[src/lmce_pkg.sv]
// ----------------------------------------------------------------------------
// lmce_pkg
// Shared types and constants for the LED matrix chain frame engine.
// ----------------------------------------------------------------------------
`default_nettype none

package lmce_pkg;

  localparam int MAX_MODULES_DEF = 4;

  typedef enum logic [2:0] {
    OP_WRITE_COL = 3'd0,
    OP_SET_PIXEL = 3'd1,
    OP_CLEAR     = 3'd2,
    OP_ROTATE    = 3'd3,
    OP_COMMIT    = 3'd4,
    OP_SEND_ONE  = 3'd5,
    OP_SEND_ALL  = 3'd6
  } op_t;

  typedef enum logic [1:0] {
    ROT_NONE = 2'd0,
    ROT_90   = 2'd1,
    ROT_180  = 2'd2,
    ROT_270  = 2'd3
  } rot_mode_t;

  typedef struct packed {
    logic      cap;
    logic [2:0] cap_idx;
    logic [2:0] out_idx;
    rot_mode_t mode;
  } rot_ctl_t;

endpackage

`default_nettype wire

[src/led_matrix_chain_frame_engine.sv]
// ----------------------------------------------------------------------------
// led_matrix_chain_frame_engine
// Column store and frame sequencer for a daisy chain of 8x8 LED modules.
//
// Commands enter on the item channel (item_valid / item_stall); frames leave
// on the frame channel (frame_valid / frame_stall) through an output register.
// A frame carries one register/data pair in its module slot, zeros elsewhere;
// last marks the final frame of a command. Settings go through the APB port
// (module_count at 0x0, rotation_mode at 0x4); the user must write them only
// while the engine is idle, which the block itself does not enforce.
// Work per command, n = modules in use:
//   write column, clear, ignored ops: done in the idle state
//   set pixel: read-modify-write through the store's read port
//   rotate: per module, eight column reads into the shared rotation unit, then
//           eight write-backs of the turned columns
//   commit: 8*n frames; send one / send all: one frame, or one per module
// The next command is taken as soon as the last frame sits in the output
// register. A stalled receiver holds the sequencer in the frame it is on.
// Reset empties the store at once through per-column valid flags and sets
// one module, no rotation.
// ----------------------------------------------------------------------------
`default_nettype none

module led_matrix_chain_frame_engine #(
  parameter int MAX_MODULES = lmce_pkg::MAX_MODULES_DEF
) (
  input  logic        clk,
  input  logic        rst,
  input  logic        psel,
  input  logic        penable,
  input  logic        pwrite,
  input  logic [2:0]  paddr,
  input  logic [31:0] pwdata,
  output logic [31:0] prdata,
  output logic        pready,
  input  logic        item_valid,
  output logic        item_stall,
  input  logic [2:0]  op,
  input  logic [4:0]  column,
  input  logic [7:0]  value,
  input  logic [2:0]  pixel_row,
  input  logic [1:0]  module_index,
  input  logic [7:0]  reg_addr,
  output logic        frame_valid,
  input  logic        frame_stall,
  output logic [63:0] frame,
  output logic [3:0]  frame_bytes,
  output logic        last
);

  import lmce_pkg::*;

  localparam int DEPTH = 8 * MAX_MODULES;
  localparam int IDX_W = $clog2(DEPTH);
  localparam logic [2:0] MAX_N = 3'(MAX_MODULES);

  typedef enum logic [3:0] {
    S_IDLE,
    S_PX_WAIT,
    S_PX_DATA,
    S_RO_WAIT,
    S_RO_CAP,
    S_RO_WR,
    S_CM_WAIT,
    S_CM_DATA,
    S_SEND
  } state_t;

  state_t     state;
  logic [2:0] module_count;
  rot_mode_t  rotation_mode;
  logic [2:0] n_use;
  logic [2:0] n_item;
  logic [4:0] col_i;
  logic [2:0] wcnt;
  logic [2:0] prow;
  logic [7:0] snd_reg;
  logic [7:0] snd_data;
  logic       snd_one;
  logic [DEPTH-1:0] vld;
  logic       rd_vld;

  logic             accept;
  logic             in_range;
  logic             slot_last;
  logic             out_free;
  logic [7:0]       rdata;
  logic [7:0]       rd_z;
  logic             ram_we;
  logic [IDX_W-1:0] ram_waddr;
  logic [7:0]       ram_wdata;
  rot_ctl_t         rot_ctl;
  logic [7:0]       rot_col;
  logic             em_go;
  logic [1:0]       em_slot;
  logic [7:0]       em_reg;
  logic [7:0]       em_data;
  logic             em_last;

  // configuration port
  assign pready = 1'b1;

  always_ff @(posedge clk) begin
    if (rst) begin
      module_count  <= 3'd1;
      rotation_mode <= ROT_NONE;
    end else if (psel && penable && pwrite && pready) begin
      if (paddr[2]) begin
        rotation_mode <= rot_mode_t'(pwdata[1:0]);
      end else begin
        module_count <= pwdata[2:0];
      end
    end
  end

  always_comb begin
    if (paddr[2]) begin
      prdata = {30'd0, rotation_mode};
    end else begin
      prdata = {29'd0, module_count};
    end
  end

  always_comb begin
    priority if (module_count == 3'd0) begin
      n_use = 3'd1;
    end else if (module_count > MAX_N) begin
      n_use = MAX_N;
    end else begin
      n_use = module_count;
    end
  end

  assign item_stall = (state != S_IDLE);
  assign accept     = item_valid && !item_stall;
  assign in_range   = {1'b0, column[4:3]} < n_use;
  assign slot_last  = (col_i[4:3] == 2'(n_item - 3'd1));
  assign out_free   = !frame_valid || !frame_stall;
  assign rd_z       = rd_vld ? rdata : 8'd0;

  lmce_ram #(
    .WIDTH(8),
    .DEPTH(DEPTH)
  ) u_store (
    .clk  (clk),
    .we   (ram_we),
    .waddr(ram_waddr),
    .wdata(ram_wdata),
    .raddr(col_i[IDX_W-1:0]),
    .rdata(rdata)
  );

  always_comb begin
    rot_ctl.cap     = (state == S_RO_CAP);
    rot_ctl.cap_idx = col_i[2:0];
    rot_ctl.out_idx = wcnt;
    rot_ctl.mode    = rotation_mode;
  end

  lmce_rot u_rot (
    .clk     (clk),
    .ctl     (rot_ctl),
    .cap_data(rd_z),
    .out_col (rot_col)
  );

  always_comb begin
    ram_we    = 1'b0;
    ram_waddr = col_i[IDX_W-1:0];
    ram_wdata = rd_z | (8'd1 << prow);
    unique case (state)
      S_IDLE: begin
        if (accept && op == OP_WRITE_COL && in_range) begin
          ram_we    = 1'b1;
          ram_waddr = column[IDX_W-1:0];
          ram_wdata = value;
        end
      end
      S_PX_DATA: begin
        ram_we = 1'b1;
      end
      S_RO_WR: begin
        ram_we    = 1'b1;
        ram_waddr = IDX_W'({col_i[4:3], wcnt});
        ram_wdata = rot_col;
      end
      default: begin
      end
    endcase
  end

  always_comb begin
    em_go   = 1'b0;
    em_slot = col_i[4:3];
    em_reg  = snd_reg;
    em_data = snd_data;
    em_last = snd_one || slot_last;
    unique case (state)
      S_CM_DATA: begin
        em_go   = out_free;
        em_reg  = {5'd0, col_i[2:0]} + 8'd1;
        em_data = rd_z;
        em_last = (col_i[2:0] == 3'd7) && slot_last;
      end
      S_SEND: begin
        em_go = out_free;
      end
      default: begin
      end
    endcase
  end

  always_ff @(posedge clk) begin
    if (rst) begin
      state       <= S_IDLE;
      frame_valid <= 1'b0;
      vld         <= '0;
    end else begin
      rd_vld <= vld[col_i[IDX_W-1:0]];
      if (em_go) begin
        frame_valid <= 1'b1;
        frame       <= 64'({em_data, em_reg}) << {em_slot, 4'b0000};
        frame_bytes <= {n_item, 1'b0};
        last        <= em_last;
      end else if (frame_valid && !frame_stall) begin
        frame_valid <= 1'b0;
      end
      if (ram_we) begin
        vld[ram_waddr] <= 1'b1;
      end
      unique case (state)
        S_IDLE: begin
          if (accept) begin
            n_item   <= n_use;
            snd_reg  <= reg_addr;
            snd_data <= value;
            prow     <= pixel_row;
            unique case (op)
              OP_SET_PIXEL: begin
                if (in_range) begin
                  col_i <= column;
                  state <= S_PX_WAIT;
                end
              end
              OP_CLEAR: begin
                for (int i = 0; i < DEPTH; i++) begin
                  if (6'(i) < {n_use, 3'b000}) begin
                    vld[i] <= 1'b0;
                  end
                end
              end
              OP_ROTATE: begin
                if (rotation_mode != ROT_NONE) begin
                  col_i <= 5'd0;
                  state <= S_RO_WAIT;
                end
              end
              OP_COMMIT: begin
                col_i <= 5'd0;
                state <= S_CM_WAIT;
              end
              OP_SEND_ONE: begin
                if ({1'b0, module_index} < n_use) begin
                  col_i   <= {module_index, 3'b000};
                  snd_one <= 1'b1;
                  state   <= S_SEND;
                end
              end
              OP_SEND_ALL: begin
                col_i   <= 5'd0;
                snd_one <= 1'b0;
                state   <= S_SEND;
              end
              default: begin
              end
            endcase
          end
        end
        S_PX_WAIT: state <= S_PX_DATA;
        S_PX_DATA: state <= S_IDLE;
        S_RO_WAIT: state <= S_RO_CAP;
        S_RO_CAP: begin
          if (col_i[2:0] == 3'd7) begin
            wcnt  <= 3'd0;
            state <= S_RO_WR;
          end else begin
            col_i <= col_i + 5'd1;
            state <= S_RO_WAIT;
          end
        end
        S_RO_WR: begin
          wcnt <= wcnt + 3'd1;
          if (wcnt == 3'd7) begin
            if (slot_last) begin
              state <= S_IDLE;
            end else begin
              col_i <= col_i + 5'd1;
              state <= S_RO_WAIT;
            end
          end
        end
        S_CM_WAIT: state <= S_CM_DATA;
        S_CM_DATA: begin
          if (out_free) begin
            if (em_last) begin
              state <= S_IDLE;
            end else begin
              col_i <= col_i + 5'd1;
              state <= S_CM_WAIT;
            end
          end
        end
        S_SEND: begin
          if (out_free) begin
            if (em_last) begin
              state <= S_IDLE;
            end else begin
              col_i <= col_i + 5'd8;
            end
          end
        end
        default: state <= S_IDLE;
      endcase
    end
  end

  a_one_slot: assert property (@(posedge clk) disable iff (rst)
    frame_valid |-> $onehot0({|frame[63:48], |frame[47:32], |frame[31:16], |frame[15:0]}))
    else $error("frame fills more than one slot");

  a_slot_in_use: assert property (@(posedge clk) disable iff (rst)
    (state != S_IDLE) |-> ({1'b0, col_i[4:3]} < n_item))
    else $error("sequencer outside the modules in use");

  a_bytes_even: assert property (@(posedge clk) disable iff (rst)
    frame_valid |-> (frame_bytes[0] == 1'b0 && frame_bytes != 4'd0))
    else $error("frame byte count malformed");

endmodule

`default_nettype wire

[src/lmce_ram.sv]
// ----------------------------------------------------------------------------
// lmce_ram
// Generic single-write, single-read RAM with registered read data.
// ----------------------------------------------------------------------------
`default_nettype none

module lmce_ram #(
  parameter int WIDTH = 8,
  parameter int DEPTH = 32
) (
  input  logic                     clk,
  input  logic                     we,
  input  logic [$clog2(DEPTH)-1:0] waddr,
  input  logic [WIDTH-1:0]         wdata,
  input  logic [$clog2(DEPTH)-1:0] raddr,
  output logic [WIDTH-1:0]         rdata
);

  logic [WIDTH-1:0] mem [DEPTH];

  always_ff @(posedge clk) begin
    if (we) begin
      mem[waddr] <= wdata;
    end
    rdata <= mem[raddr];
  end

endmodule

`default_nettype wire

[src/lmce_rot.sv]
// ----------------------------------------------------------------------------
// lmce_rot
// Rotation unit: gathers the eight columns of one module, then hands back
// one turned column at a time.
// ----------------------------------------------------------------------------
`default_nettype none

module lmce_rot (
  input  logic              clk,
  input  lmce_pkg::rot_ctl_t ctl,
  input  logic [7:0]        cap_data,
  output logic [7:0]        out_col
);

  import lmce_pkg::*;

  logic [7:0] cols_q [8];

  always_ff @(posedge clk) begin
    if (ctl.cap) begin
      cols_q[ctl.cap_idx] <= cap_data;
    end
  end

  always_comb begin
    out_col = 8'd0;
    for (int k = 0; k < 8; k++) begin
      unique case (ctl.mode)
        ROT_90:   out_col[k] = cols_q[3'(7 - k)][ctl.out_idx];
        ROT_180:  out_col[k] = cols_q[3'd7 - ctl.out_idx][3'(7 - k)];
        ROT_270:  out_col[k] = cols_q[3'(k)][3'd7 - ctl.out_idx];
        ROT_NONE: out_col[k] = cols_q[ctl.out_idx][k];
      endcase
    end
  end

endmodule

`default_nettype wire

[config.mk]
export PLATFORM = sky130hd
export DESIGN_NAME = led_matrix_chain_frame_engine
export DESIGN_NICKNAME = d
export VERILOG_FILES = /design/src/lmce_pkg.sv /design/src/led_matrix_chain_frame_engine.sv /design/src/lmce_ram.sv /design/src/lmce_rot.sv
export SDC_FILE = /design/constraint.sdc
export NUM_CORES = 1
export LEC_CHECK = 0
export BUFFER_PORTS_ARGS = -buffer_cell sky130_fd_sc_hd__buf_2
export CAP_MARGIN = 20
export CORE_MARGIN = 3
export CORE_UTILIZATION = 37
export CTS_BUF_LIST = sky130_fd_sc_hd__clkbuf_2
export DETAILED_ROUTE_END_ITERATION = 6
export GPL_TIMING_DRIVEN = 0
export PLACE_DENSITY = 0.57
export SYNTH_ARGS = -nofsm -noshare
export SYNTH_HDL_FRONTEND = slang
export SYNTH_SLANG_ARGS = --single-unit
[constraint.sdc]
create_clock -name clk -period 3.6 [get_ports clk]
set_input_delay 0.36 -clock clk [delete_from_list [all_inputs] [get_ports clk]]
set_output_delay 0.36 -clock clk [all_outputs]
set_load 0.1 [all_outputs]
==> reports/metrics.cfg, run 1 <==
[yosys]
synth_compound_area_share_pct = 10.5
synth-edff-count = 420
syn_area_mm2 = 0.0210
synthCells = 1431
synthMuxAreaShare_pct = 12.1
synth_top_cell_area_share_pct = 60.1
ys_seq_area_share_pct = 65.2
synth.most_common_cell = edfxtp_1
ys_seq_elements = 473
synthXorXnorAreaFrac_pct = 0.0417
synth.avg_cell_area_um2 = 14.7
yosys_warnings = 0
synth_cell_types = 89
synth_top_area_cell = edfxtp_1
synth_fa_ha_area_share_pct = 0.596
ys_top_cells_by_area = edfxtp_1 60%, mux4_2 8.4%, dfxtp_1 5.1%
yosys.area_share.simple_pct = 8.24
synth_top_family_by_area = multiplexers
ys_async_sr_fraction_pct = 0
synth_common_cells = 420 x edfxtp_1, 169 x nor2_1, 78 x mux4_2
synth-main-ff-cell = edfxtp_1

[cells_and_area]
nets = 1881
regMostFlops = u_store.mem
syn2layout_area_growth_pct = 20.3
reg.largest.list = u_store.mem x256, frame x64, u_rot.cols_q x64
largest_reg_flops = 256
drive_above_1_share_pct = 31.2

[floorplan]
die_w_um = 244
die_h_um = 244
pin_count = 175
dieArea_mm2 = 0.0596
start_util_pct = 37.7
fp-row-count = 86
coreArea_mm2 = 0.0556

[cts]
cts_sinks = 473
clkLatencyLatePin_ps = 1200
clock-root-buffer = clkbuf_2
cts_buffers = 117
tritoncts = built
clock_path_buffers = 3
htree_num_levels = 3
cts.clk_slew.worst_paths_ps = 110

[placed_design]
place_ws_ps = -678
io_buffers = 111
place_hpwl_mm = 44.2
place_congestion = 0.899

[route]
avgRoutedWirePerCell_um = 24.5
via_per_inst = 5.64
drt_iter0_markers = 1690
vias = 14900
routed_wirelength_mm = 64.9
first_pass_iters = 6
post-route-drc-count = 0
drt.antenna.violating_nets = 0

[global_routing]
grtUsageTotal_pct = 21.6
grt_pass1_wl_mm = 95.7
grt_max_degree = 42
antenna_found_initial = 1
grt_pass1_vias = 14700
grt_overflow = 0

[pwr]
p_leak_uw = 0.00889
power.total_uw = 11800
powerDensity_mw_per_mm2 = 467
peakVddDrop_mv = 0.197

[sta]
finalSetupViolCount = 0
finClkSkew_ps = 164
final.setup.tns_ps = 0
layout_min_cycle_time_ps = 3440
setup_ws_ps = 161
tightest_slew_ps = 1040
fin_crit_sh_pct = 95.5
hold_viol_final = 0
slew_violations = 0
max_freq_ghz = 0.291
slew_headroom_pct = 30.1
rsz0062_at_grt = false

[worst_hold_path]
holdPathStages = 3
hp-class = primary input to flop

[worst_setup_path]
crit_chain = nand2b_1 > ha_1 > nor2_1 > a211o_1 > buf_2 > a221o_1 > nand2_1 > nor3_2 > buf_4
startpoint_type = flop
cp_max_fo = 10
path_class = flop to flop
worstSetupEndpointType = flop
critical_path.max_stage_delay_ps = 480
crit_required_ps = 4390
worstSetupPathDepth = 9
worst-r2r-cell-count = 9
crit_slowest_cell = dfxtp_2
path_buf_inv = 2
cp_top_family = simple AND/OR/NAND/NOR gates
critical_path_arrival_ps = 4230

[run_status]
status = completed

[flow_run]
max-cap-violations = 0

[metal layers]
metal / part of all wire (%) / vias to the layer above / global-route usage, %
met3: 10 / 175 / 5.20
met2: 46 / 930 / 33.6
met5: 0 / - / 0
met1: 40 / 7417 / 29.0
li1: - / 6406 / -
met4: 3.7 / 0 / 9.03
[repair_timing]
action	CTS	global route
endpoints found under the hold margin	235	0
setup buffers	5	13
hold buffers	76	0
endpoints found under the setup margin	365	147
pin swaps	3	8
gates cloned	0	0
resized for setup	71	15
[path summary, 6_finish.rpt]
check / startpoint / end / slack, ps
worst max-delay path: module_count[2]$_SDFFE_PP0P_ / u_store.mem[30][7]$_DFFE_PP_ / 160
worst min-delay path: column[0] / col_i[0]$_DFFE_PP_ / 180
worst max register to register: module_count[2]$_SDFFE_PP0P_ / u_store.mem[30][7]$_DFFE_PP_ / 160
worst min register to register: n_item[2]$_DFFE_PP_ / frame_bytes[3]$_DFFE_PP_ / 440
[cells by family (layout without fill, tap and decap cells)]
kind of cell	Yosys count	in the layout
other	2	32
buffers and inverters	140	578
AO/OA/AOI/OAI	295	295
adder cells (fa/ha/maj)	10	10
flip-flops	473	473
AND/OR/NAND/NOR	358	358
XOR/XNOR	1	1
multiplexers	152	152
[report_power, final]
group | switching [uW] | leakage, uW | internal, uW
Sequential | 37.6 | 0.00427 | 6170
Clock | 2250 | 0.000846 | 1480
Combinational | 1340 | 0.00378 | 504
Total | 3620 | 0.00889 | 8160
[through the flow]
stage               util, %  std cells  cell area [um^2]  hold WS (ps)
floorplan                 -       1460             21100           400
global placement       40.6       2319             22600           415
detailed placement     41.1       2335             22900           406
CTS                    45.1       2632             25100          24.2
global route           45.4       2647             25200           103
finish                 45.4       2647             25200           184
[layout by cell type, fill, tap and decap left out, types with 12 or more instances in the layout]
cell type,n
nor2_1,139
a22o_1,23
nand2b_1,12
and2_1,15
buf_2,146
clkinv_1,34
clkbuf_2,179
a221oi_1,17
buf_4,54
a21oi_1,49
o21ai_0,51
a22oi_1,33
nor2b_1,18
mux4_2,78
mux2_2,27
edfxtp_1,420
nor2_4,27
dfxtp_1,52
inv_1,15
mux2i_1,47
dlygate4sd3_1,76
nand2_1,74
o211ai_1,13
a32o_1,13
conb_1,31
clkbuf_1,37
[worst min-delay path: cells and delay by family]
family	cells	cell delay (ps)
compound gates	1	140
buf+inv	2	670
[layout make-up]
class / count / area, um^2
fillers: 5062 / 30400
flip-flops and latches: 473 / 13700
multi-input cells: 847 / 7050
repair buffers: 224 / 1730
well taps: 748 / 936
clock buffers: 175 / 876
plain buffers: 118 / 644
clock inverters: 42 / 250
inverters: 19 / 73.8
diodes: 1 / 2.50
(Power assumes the default switching activity.)
==> run 2: changes to the inputs <==
- REMOVE_ABC_BUFFERS: not set -> 1
- SYNTH_HIERARCHICAL: not set -> 1
==> run 2 against run 1 <==
Net effect: global-route usage is 4.2 points lower; critical endpoint is now u_store/mem[14][4]$_DFFE_PP_; synthesized area shrank 1.5%; register-to-register slack about the same; via count down 16%; synthesized cell count down 14%; final cell count is 12% lower.
==> reports/metrics.cfg, run 2 <==
[run_status]
status = completed

[floorplan]
fp-row-count = 85  ; -1.2%
pin_count = 175  ; unchanged
die_w_um = 242  ; -0.75%
die_h_um = 242  ; -0.75%
coreArea_mm2 = 0.0546  ; -1.9%
dieArea_mm2 = 0.0587  ; -1.5%
start_util_pct = 37.9  ; +0.15 points

[global_routing]
grt_pass1_vias = 12800  ; -13%
antenna_found_initial = 2  ; +1
grt_pass1_wl_mm = 78.0  ; -18%
grtUsageTotal_pct = 17.3  ; -4.2 points
grt_max_degree = 21  ; -50%
grt_overflow = 0  ; unchanged

[route]
drt.antenna.violating_nets = 0  ; unchanged
via_per_inst = 5.37  ; -4.8%
avgRoutedWirePerCell_um = 21.8  ; -11%
post-route-drc-count = 0  ; unchanged
routed_wirelength_mm = 50.7  ; -22%
drt_iter0_markers = 973  ; -42%
first_pass_iters = 6  ; unchanged
vias = 12500  ; -16%

[worst_setup_path]
worst-r2r-cell-count = 8  ; -1
critical_path_arrival_ps = 4200  ; -30 ps
worstSetupEndpointType = flop
path_class = flop to flop
cp_max_fo = 12  ; +2
startpoint_type = flop
r2r_setup_slack_ps = 150  ; about the same
crit_required_ps = 4340  ; -50 ps
r2r-start = module_count[2]$_SDFFE_PP0P_
worstReg2RegEnd = u_store/mem[14][4]$_DFFE_PP_

[yosys]
syn_area_mm2 = 0.0207  ; -1.5%
synth-edff-count = 420  ; unchanged
synth-main-ff-cell = edfxtp_1
synth_compound_area_share_pct = 5.45  ; -5.0 points
synth_fa_ha_area_share_pct = 0.606  ; +0.0092 points
synth_top_family_by_area = multiplexers
synth.most_common_cell = edfxtp_1
ys_top_cells_by_area = edfxtp_1 61%, mux4_2 16%, dfxtp_1 4.8%
synth_top_area_cell = edfxtp_1
yosys_warnings = 6  ; +6
ys_seq_elements = 470  ; -0.63%
synthCells = 1233  ; -14%
synth.avg_cell_area_um2 = 16.8  ; +14%
synth_top_cell_area_share_pct = 61.0  ; +0.93 points
ys_seq_area_share_pct = 65.9  ; +0.72 points
synthMuxAreaShare_pct = 18.3  ; +6.2 points
ys_async_sr_fraction_pct = 0  ; unchanged
synthXorXnorAreaFrac_pct = 0.0424  ; +0.00065 points
yosys.area_share.simple_pct = 6.33  ; -1.9 points
synth_cell_types = 69  ; -22%
synth_common_cells = 420 x edfxtp_1, 143 x mux4_2, 131 x nor2_1

[pwr]
peakVddDrop_mv = 0.209  ; +6.0%
power.total_uw = 11000  ; -6.3%
powerDensity_mw_per_mm2 = 449  ; -3.7%
p_leak_uw = 0.00844  ; -5.0%

[worst_hold_path]
hp-class = primary input to flop
whs_endpoint = frame_valid$_SDFFE_PP0P_
min-delay-start = frame_stall
holdPathStages = 4  ; +1

[placed_design]
io_buffers = 112  ; +0.90%
place_hpwl_mm = 34.7  ; -21%
place_congestion = 0.851  ; -5.4%
dpl-instance-area_mm2 = 0.0225  ; -1.8%

[cells_and_area]
drive_above_1_share_pct = 35.6  ; +4.4 points
final_util_pct = 45.0  ; -0.37 points
regArea_mm2 = 0.0136  ; -0.45%
regMostFlops = u_store/mem
syn2layout_area_growth_pct = 18.8
fin_area_mm2 = 0.0245  ; -2.7%
reg.largest.list = u_store/mem x256, frame x64, u_rot/cols_q x64
layout_common_cells = 420 x edfxtp_1, 170 x clkbuf_2, 143 x mux4_2, 113 x buf_2, 99 x nor2_1
largest_reg_flops = 256  ; unchanged
num-fill-cells = 4801  ; -5.2%
multi_input_area_mm2 = 0.00672  ; -4.7%
layout.cells.most_common = edfxtp_1
nets = 1595  ; -15%

[sta]
slew_violations = 0  ; unchanged
final.setup.tns_ps = 0  ; unchanged
rsz0062_at_grt = true
layout_min_cycle_time_ps = 3450  ; +13.3 ps
hold_viol_final = 0  ; unchanged
slew_headroom_pct = 31.0  ; +0.90 points
finClkSkew_ps = 104  ; -60.8 ps
finalSetupViolCount = 0  ; unchanged
max_freq_ghz = 0.290  ; -0.39%
tightest_slew_ps = 1030  ; -16.6 ps
fin_crit_sh_pct = 95.9  ; +0.37 points
fin_hold_ws_ps = 260  ; +76.2 ps

[cts]
tritoncts = built
cts_buffers = 116  ; -0.85%
clock_path_buffers = 3  ; unchanged
cts.clk_slew.worst_paths_ps = 100  ; about the same
cts_sinks = 470  ; -0.63%
clkLatencyLatePin_ps = 1140  ; -60 ps
htree_num_levels = 3  ; unchanged
clock-root-buffer = clkbuf_2

[flow_run]
max-cap-violations = 0  ; unchanged

run 2: layout make-up:
cell class / count / area share (%)
sequential: 470 / 55.5
clock buffer: 170 / 3.47
timing repair buffer: 240 / 9.21
multi-input combinational: 671 / 27.4
inverter: 15 / 0.229
tap: 739 / 3.77
antenna: 4 / 0.0408
clock inverter: 20 / 0.479
run 2: worst max path at each step:
stage | start | endpoint | slack (ps) | depth (start not counted)
2_1_floorplan | state[1]$_SDFFE_PP0P_ | frame[0]$_SDFFCE_PP0P_ | -3830 | 2
3_3_place_gp | state[1]$_SDFFE_PP0P_ | frame[38]$_SDFFCE_PN0P_ | -6300 | 2
3_5_place_dp | module_count[2]$_SDFFE_PP0P_ | u_store/mem[14][2]$_DFFE_PP_ | -870 | 8
4_1_cts | state[1]$_SDFFE_PP0P_ | u_store/mem[18][7]$_DFFE_PP_ | -150 | 6
5_1_grt | module_count[2]$_SDFFE_PP0P_ | u_store/mem[14][0]$_DFFE_PP_ | -70 | 8
6_report | module_count[2]$_SDFFE_PP0P_ | u_store/mem[14][4]$_DFFE_PP_ | 150 | 8
run 2: metrics by stage:
step           cells  worst slack, ps
6_report        2329              148
5_1_grt         2329            -73.1
4_1_cts         2312             -155
3_5_place_dp    2043             -874
3_3_place_gp    2007            -6300
2_1_floorplan   1156            -3830
run 2: where the power goes:
part | switching [uW] | total (uW) | internal, uW
clock network | 2040 | 3360 | 1320
registers | 75.4 | 6190 | 6110
logic | 955 | 1490 | 533
total | 3070 | 11000 | 7960
run 2: metal layers:
metal  share of wire [%]  wire length [um]  vias to the layer above  global-route usage (%)
li1                    -                 -                     5526                       -
met1                  43             21900                     6383                    23.5
met2                  48             24100                      504                    27.3
met3                 6.7              3400                       91                    4.06
met4                 2.5              1290                        0                    6.49
met5                   0                 0                        -                       0
run 2: worst max-delay path, stage by stage, from the launching register on:
cell and delay [ps]:
dfxtp_1 550, nand2b_1 220, ha_1 250, o21bai_1 300, a21oi_4 140, o211ai_1 270, nand2_1 150, nand3b_1 620
nor2_2 650
run 2: logic make-up (layout without fill, tap and decap cells):
kind of cell    count (synthesis)  after routing
compound gates                159            159
xor+xnor                        1              1
fa+ha+maj                      10             10
buf+inv                       121            445
flops                         470            470
mux                           191            191
other cells                     2             35
simple gates                  279            279
run 2: repair_timing:
action,4_1_cts,5_1_grt
pin swaps,1,3
buffers inserted,2,11
hold buffers,77,0
hold endpoints to repair,402,0
setup endpoints to repair,310,276
gates resized for setup,29,30
cloned,0,0
